[config.mk]
export PLATFORM = sky130hd
export DESIGN_NAME = tql_cfg
export DESIGN_NICKNAME = d
export VERILOG_FILES = /design/src/hw/rtl/tql_pkg.sv /design/src/hw/rtl/tql_cfg.sv
export SDC_FILE = /design/constraint.sdc
export NUM_CORES = 1
export LEC_CHECK = 0
export ABC_AREA = 0
export BUFFER_PORTS_ARGS = -buffer_cell sky130_fd_sc_hd__buf_4
export CORE_MARGIN = 2
export CORE_UTILIZATION = 45
export CTS_CLUSTER_DIAMETER = 200
export DETAILED_ROUTE_END_ITERATION = 10
export PLACE_DENSITY = 0.92
export SKIP_CTS_REPAIR_TIMING = 1
export SYNTH_ARGS = -nofsm -noshare
export SYNTH_HDL_FRONTEND = slang
export SYNTH_SLANG_ARGS = --single-unit
[constraint.sdc]
create_clock -name clk -period 1.2 [get_ports clk]
set_input_delay 0.24 -clock clk [delete_from_list [all_inputs] [get_ports clk]]
set_output_delay 0.24 -clock clk [all_outputs]
set_load 0.1 [all_outputs]
[src/hw/rtl/tql_pkg.sv]
// Shared types and constants of the tabular Q-learning engine.
// No dependencies; compiled first.
package tql_pkg;

  // Table geometry (power-of-two sizes: row and column concatenate into an address)
  localparam int STATES    = 256;
  localparam int ACTIONS   = 16;
  localparam int ST_W      = $clog2(STATES);
  localparam int ACT_W     = $clog2(ACTIONS);
  localparam int ACT_CNT_W = $clog2(ACTIONS + 1);
  localparam int ADDR_W    = ST_W + ACT_W;
  localparam int DEPTH     = STATES * ACTIONS;
  localparam int Q_W       = 32;

  // Field widths
  localparam int RATE_W    = 17;
  localparam int NACT_W    = 5;
  localparam int DRAW_W    = 16;
  localparam int APB_AW    = 4;
  localparam int APB_DW    = 32;

  localparam logic [RATE_W-1:0] ONE_Q16 = 17'd65536;

  // Opcodes
  localparam logic OP_CHOOSE = 1'b0;
  localparam logic OP_UPDATE = 1'b1;

  // Register indexes (byte address / 4)
  localparam logic [1:0] REG_LEARN_RATE  = 2'd0;
  localparam logic [1:0] REG_DISCOUNT    = 2'd1;
  localparam logic [1:0] REG_NUM_ACTIONS = 2'd2;

  typedef struct packed {
    logic        [RATE_W-1:0] learn_rate;
    logic        [RATE_W-1:0] discount;
    logic        [NACT_W-1:0] num_actions;
  } cfg_t;

  typedef struct packed {
    logic                     opcode;
    logic        [7:0]        cur_state;
    logic        [3:0]        taken_action;
    logic signed [31:0]       reward_value;
    logic        [7:0]        following_state;
    logic        [RATE_W-1:0] explore_threshold;
    logic        [DRAW_W-1:0] random_draw;
    logic        [DRAW_W-1:0] random_action_draw;
  } in_item_t;

  typedef struct packed {
    logic        [3:0]  chosen_action;
    logic               explored;
    logic signed [31:0] written_q;
  } out_item_t;

  typedef struct packed {
    logic              we;
    logic [ADDR_W-1:0] waddr;
    logic [Q_W-1:0]    wdata;
    logic [ADDR_W-1:0] raddr;
  } ram_req_t;

endpackage

[src/hw/rtl/tql_cfg.sv]
// APB-style register block: learn_rate, discount, num_actions.
// Depends on tql_pkg.
module tql_cfg (
  input  logic                      clk,
  input  logic                      rst,
  input  logic                      psel,
  input  logic                      penable,
  input  logic                      pwrite,
  input  logic [tql_pkg::APB_AW-1:0] paddr,
  input  logic [tql_pkg::APB_DW-1:0] pwdata,
  output logic [tql_pkg::APB_DW-1:0] prdata,
  output logic                      pready,
  output tql_pkg::cfg_t             cfg
);
  import tql_pkg::*;

  logic [1:0] reg_idx;
  logic       wr_en;

  assign reg_idx = paddr[3:2];
  assign wr_en   = psel && penable && pwrite;
  assign pready  = 1'b1;

  // register writes
  always_ff @(posedge clk) begin
    if (rst) begin
      cfg.learn_rate  <= 17'd8192;
      cfg.discount    <= 17'd58982;
      cfg.num_actions <= 5'd15;
    end else if (wr_en) begin
      case (reg_idx)
        REG_LEARN_RATE:  cfg.learn_rate  <= pwdata[RATE_W-1:0];
        REG_DISCOUNT:    cfg.discount    <= pwdata[RATE_W-1:0];
        REG_NUM_ACTIONS: cfg.num_actions <= pwdata[NACT_W-1:0];
        default: ;
      endcase
    end
  end

  // read mux
  always_comb begin
    case (reg_idx)
      REG_LEARN_RATE:  prdata = APB_DW'(cfg.learn_rate);
      REG_DISCOUNT:    prdata = APB_DW'(cfg.discount);
      REG_NUM_ACTIONS: prdata = APB_DW'(cfg.num_actions);
      default:         prdata = '0;
    endcase
  end

endmodule

==> flow_summary.html <==
<table>
<tr><th>Metric</th><th>Value</th></tr>
<tr><th colspan="2">Worst setup path</th></tr>
<tr><td>Arrival @ worst endpoint</td><td>between 1 and 1.5 ns</td></tr>
<tr><td>Slowest CP cell</td><td>sky130_fd_sc_hd__dfxtp_4</td></tr>
<tr><td>Critical path endpoint category</td><td>primary output</td></tr>
<tr><td>CP required</td><td>0.96 ns</td></tr>
<tr><td>Stage delay of the slowest cell on the critical path</td><td>about 0.38 ns</td></tr>
<tr><td>Startpoint-to-endpoint class of the critical path</td><td>reg -&gt; out</td></tr>
<tr><td>Cell Chain, Critical Path</td><td>mux2i_4 -&gt; o21ai_4 -&gt; buf_12</td></tr>
<tr><td>CP Launch Type</td><td>flop</td></tr>
<tr><td>Worst-path fanout max</td><td>3</td></tr>
<tr><th colspan="2">Status</th></tr>
<tr><td>Violated checks</td><td>negative setup slack</td></tr>
<tr><td>Status</td><td>complete, but fails checks</td></tr>
<tr><th colspan="2">Routing</th></tr>
<tr><td>ANT nets after route</td><td>0</td></tr>
<tr><td>Detailed-route wire length</td><td>between 6 and 7 mm</td></tr>
<tr><td>Post-route DRC violation count</td><td>0</td></tr>
<tr><td>Vias per inst</td><td>~5</td></tr>
<tr><td>Routed length per instance</td><td>~17 um</td></tr>
<tr><td>Iteration-0 DRC count of the detailed router</td><td>73</td></tr>
<tr><td>First-pass iteration count of the detailed router</td><td>5</td></tr>
<tr><td>Vias</td><td>approximately 1800</td></tr>
<tr><th colspan="2">Clock tree</th></tr>
<tr><td>Clock-pin slew reported for the worst setup and hold paths after clock tree synthesis</td><td>0.07 ns</td></tr>
<tr><td>Bufs on Longest Clock Path</td><td>2</td></tr>
<tr><td>Clock tree root driver cell</td><td>sky130_fd_sc_hd__clkbuf_8</td></tr>
<tr><td>Clk_lat worst skew</td><td>approximately 0.28 ns</td></tr>
<tr><td>Number of H-tree levels</td><td>2</td></tr>
<tr><td>CTS tree</td><td>built</td></tr>
<tr><td>Cts bufs inserted</td><td>5</td></tr>
<tr><td>TritonCTS Sinks</td><td>39</td></tr>
<tr><th colspan="2">Cells and area</th></tr>
<tr><td>Leading cell type in the layout, fill and taps excluded</td><td>sky130_fd_sc_hd__buf_4</td></tr>
<tr><td>Layout cell share with drive strength beyond 1</td><td>0.574</td></tr>
<tr><td>Post-Route Utilization</td><td>0.827</td></tr>
<tr><td>Area added between synthesis and finish</td><td>74.6%</td></tr>
<tr><td>Diode count</td><td>0</td></tr>
<tr><td>Largest regs</td><td>cfg x39</td></tr>
<tr><td>Count of filler cells inserted in the layout</td><td>240</td></tr>
<tr><td>Register name with the most flops</td><td>cfg</td></tr>
<tr><td>Nets</td><td>350</td></tr>
<tr><td>Max FFs per register</td><td>39</td></tr>
<tr><td>Commonest cells after routing, fill and taps aside</td><td>sky130_fd_sc_hd__buf_4 (57), sky130_fd_sc_hd__nand2b_1 (41), sky130_fd_sc_hd__mux2i_1 (39)</td></tr>
<tr><th colspan="2">Pwr</th></tr>
<tr><td>Peak supply drop</td><td>0.678 mV</td></tr>
<tr><td>Pwr Density</td><td>roughly 900 mW/mm^2</td></tr>
<tr><td>Overall power</td><td>around 0.0032 W</td></tr>
<tr><td>Static Leakage</td><td>1.41 nW</td></tr>
<tr><th colspan="2">Timing</th></tr>
<tr><td>Final worst-path cycle share</td><td>1.09</td></tr>
<tr><td>Final number of hold-violating endpoints</td><td>0</td></tr>
<tr><td>Clock period minus worst slack</td><td>between 1 and 1.5 ns</td></tr>
<tr><td>Transition time of the tightest slew-check pin</td><td>0.531 ns</td></tr>
<tr><td>Layout Skew</td><td>0 ns</td></tr>
<tr><td>Relative max-transition margin</td><td>0.646</td></tr>
<tr><td>RSZ-0062 raised after global routing</td><td>yes</td></tr>
<tr><td>FMAX</td><td>around 0.77 GHz</td></tr>
<tr><td>Setup WS post-layout</td><td>-0.103 ns</td></tr>
<tr><td>Number of max-slew violations in the final report</td><td>0</td></tr>
<tr><td>Finish-stage setup viols</td><td>17</td></tr>
<tr><th colspan="2">Global route</th></tr>
<tr><td>Total track usage</td><td>0.203</td></tr>
<tr><td>Antenna violations before repair</td><td>0</td></tr>
<tr><td>Via count of the first global-routing pass</td><td>1767</td></tr>
<tr><td>Maximum number of pins on one net before global-route repair</td><td>67</td></tr>
<tr><td>Total gr overflow</td><td>0</td></tr>
<tr><td>Global-route wire length before repair</td><td>8.22 mm</td></tr>
<tr><th colspan="2">Synth</th></tr>
<tr><td>Post-Synthesis Cell Area</td><td>0.00208 mm^2</td></tr>
<tr><td>Number of unique standard cell types used by synthesis</td><td>17</td></tr>
<tr><td>Number of synthesized register bits</td><td>39</td></tr>
<tr><td>Count of warnings emitted by yosys</td><td>0</td></tr>
<tr><td>Top cells by area, synth</td><td>sky130_fd_sc_hd__dfxtp_1 (38%), sky130_fd_sc_hd__mux2i_1 (27%), sky130_fd_sc_hd__nand2b_1 (12%), sky130_fd_sc_hd__buf_4 (7.2%), sky130_fd_sc_hd__nor2_1 (6.7%)</td></tr>
<tr><td>Cells after Synth</td><td>roughly 220</td></tr>
<tr><td>Area share of the largest cell type after synthesis</td><td>0.376</td></tr>
<tr><td>Sequential-to-total area share from yosys stat</td><td>0.376</td></tr>
<tr><td>Mean instance size in the synthesized netlist</td><td>~9.3 um^2</td></tr>
<tr><td>Cell accounting for the most synthesized area</td><td>sky130_fd_sc_hd__dfxtp_1</td></tr>
<tr><th colspan="2">Floorplanning</th></tr>
<tr><td>Placeable Area</td><td>around 0.0044 mm^2</td></tr>
<tr><td>Chip Width</td><td>71.9 um</td></tr>
<tr><td>Area of the die</td><td>a little over 0.005 mm^2</td></tr>
<tr><td>Height of the chip</td><td>roughly 72 um</td></tr>
<tr><td>Count of boundary I/O pins</td><td>113</td></tr>
<tr><td>Initial Utilization</td><td>0.473</td></tr>
<tr><td>Row count</td><td>24</td></tr>
<tr><th colspan="2">Flow run</th></tr>
<tr><td>Max-cap viol count</td><td>0</td></tr>
<tr><th colspan="2">Min path</th></tr>
<tr><td>Worst min-delay path category</td><td>in -&gt; reg</td></tr>
<tr><th colspan="2">Placed design</th></tr>
<tr><td>Number of port buffers</td><td>79</td></tr>
<tr><td>Routability cong.</td><td>about 0.74</td></tr>
<tr><td>Dpl hpwl</td><td>approximately 4.0 mm</td></tr>
</table>
kinds of logic after synthesis:
family / share of synthesized area
and+or+nand+nor: 0.241
muxes: 0.270
DFF: 0.376
buffers and inverters: 0.0970
AOI/OAI and AO/OA: 0.0121
other: 0.00362
metrics by stage:
step / area [um^2] / setup TNS [ns] / instances / worst slack (ns) / hold WS (ns)
CTS: 3240 / -3.17 / 361 / -0.219 / 0.216
global route: 3620 / -2.16 / 362 / -0.188 / 0.227
finish: 3620 / -1.39 / 362 / -0.103 / 0.220
global placement: 3160 / -5.40 / 353 / -0.208 / 0.471
detailed placement: 3160 / -6.97 / 353 / -0.214 / 0.492
floorplan: 2560 / -4.29 / 237 / -0.276 / 0.385
final cells by class:
class                   instances  area, um^2  area share
repair buffers                 96        1060       0.292
multi-input cells             167        1510       0.415
clock inverters                 2        7.51     0.00207
flip-flops and latches         39         915       0.252
well taps                      52        65.1      0.0179
clock buffers                   6        72.6      0.0200
cell usage after synthesis:
library cell,number
sky130_fd_sc_hd__nand2b_1,41
sky130_fd_sc_hd__or3_1,1
sky130_fd_sc_hd__o21ai_0,5
sky130_fd_sc_hd__clkbuf_1,8
sky130_fd_sc_hd__nor2b_1,1
sky130_fd_sc_hd__dfxtp_1,39
sky130_fd_sc_hd__or3b_1,1
sky130_fd_sc_hd__nor3_2,1
sky130_fd_sc_hd__nor2_1,37
sky130_fd_sc_hd__buf_6,1
sky130_fd_sc_hd__buf_2,2
sky130_fd_sc_hd__nand3_4,1
sky130_fd_sc_hd__mux2i_1,56
sky130_fd_sc_hd__nor3b_4,2
sky130_fd_sc_hd__conb_1,2
sky130_fd_sc_hd__buf_4,20
sky130_fd_sc_hd__nand2_1,5
where the power goes:
| group | leakage (nW) | total, W | internal [W] | switching (W) |
|---|---|---|---|---|
| combinational | 1.04 | 0.00110 | 0.000347 | 0.000758 |
| clock | 0.0403 | 0.000833 | 0.000397 | 0.000437 |
| sequential | 0.332 | 0.00127 | 0.00125 | 0.0000228 |
metal layers:
| layer | up-vias | share of wire | global-route usage |
|---|---|---|---|
| met4 | 0 | 0.0097 | 0.0440 |
| met5 | - | 0 | 0 |
| met2 | 64 | 0.56 | 0.383 |
| met3 | 6 | 0.061 | 0.0542 |
| met1 | 879 | 0.37 | 0.228 |
| li1 | 870 | - | - |
critical path: cells and delay by family (launching register included):
| family | cells | cell delay (ns) |
|---|---|---|
| buffers and inverters | 1 | 0.19 |
| AOI/OAI and AO/OA | 1 | 0.14 |
| muxes | 1 | 0.07 |
| DFF | 1 | 0.38 |
final timing paths:
path                              from                   end  slack (ns)  depth (start not counted)
hold / removal               pwdata[6]  cfg[28]$_SDFFE_PP0P_        0.22                          3
setup reg to reg  cfg[16]$_SDFFE_PP0P_  cfg[16]$_SDFFE_PP0P_        0.45                          2
hold reg to reg   cfg[23]$_SDFFE_PP0P_  cfg[23]$_SDFFE_PP0P_        0.51                          2
setup / recovery   cfg[7]$_SDFFE_PP1P_             prdata[2]       -0.10                          3
Power figures use the tool's default switching activity.
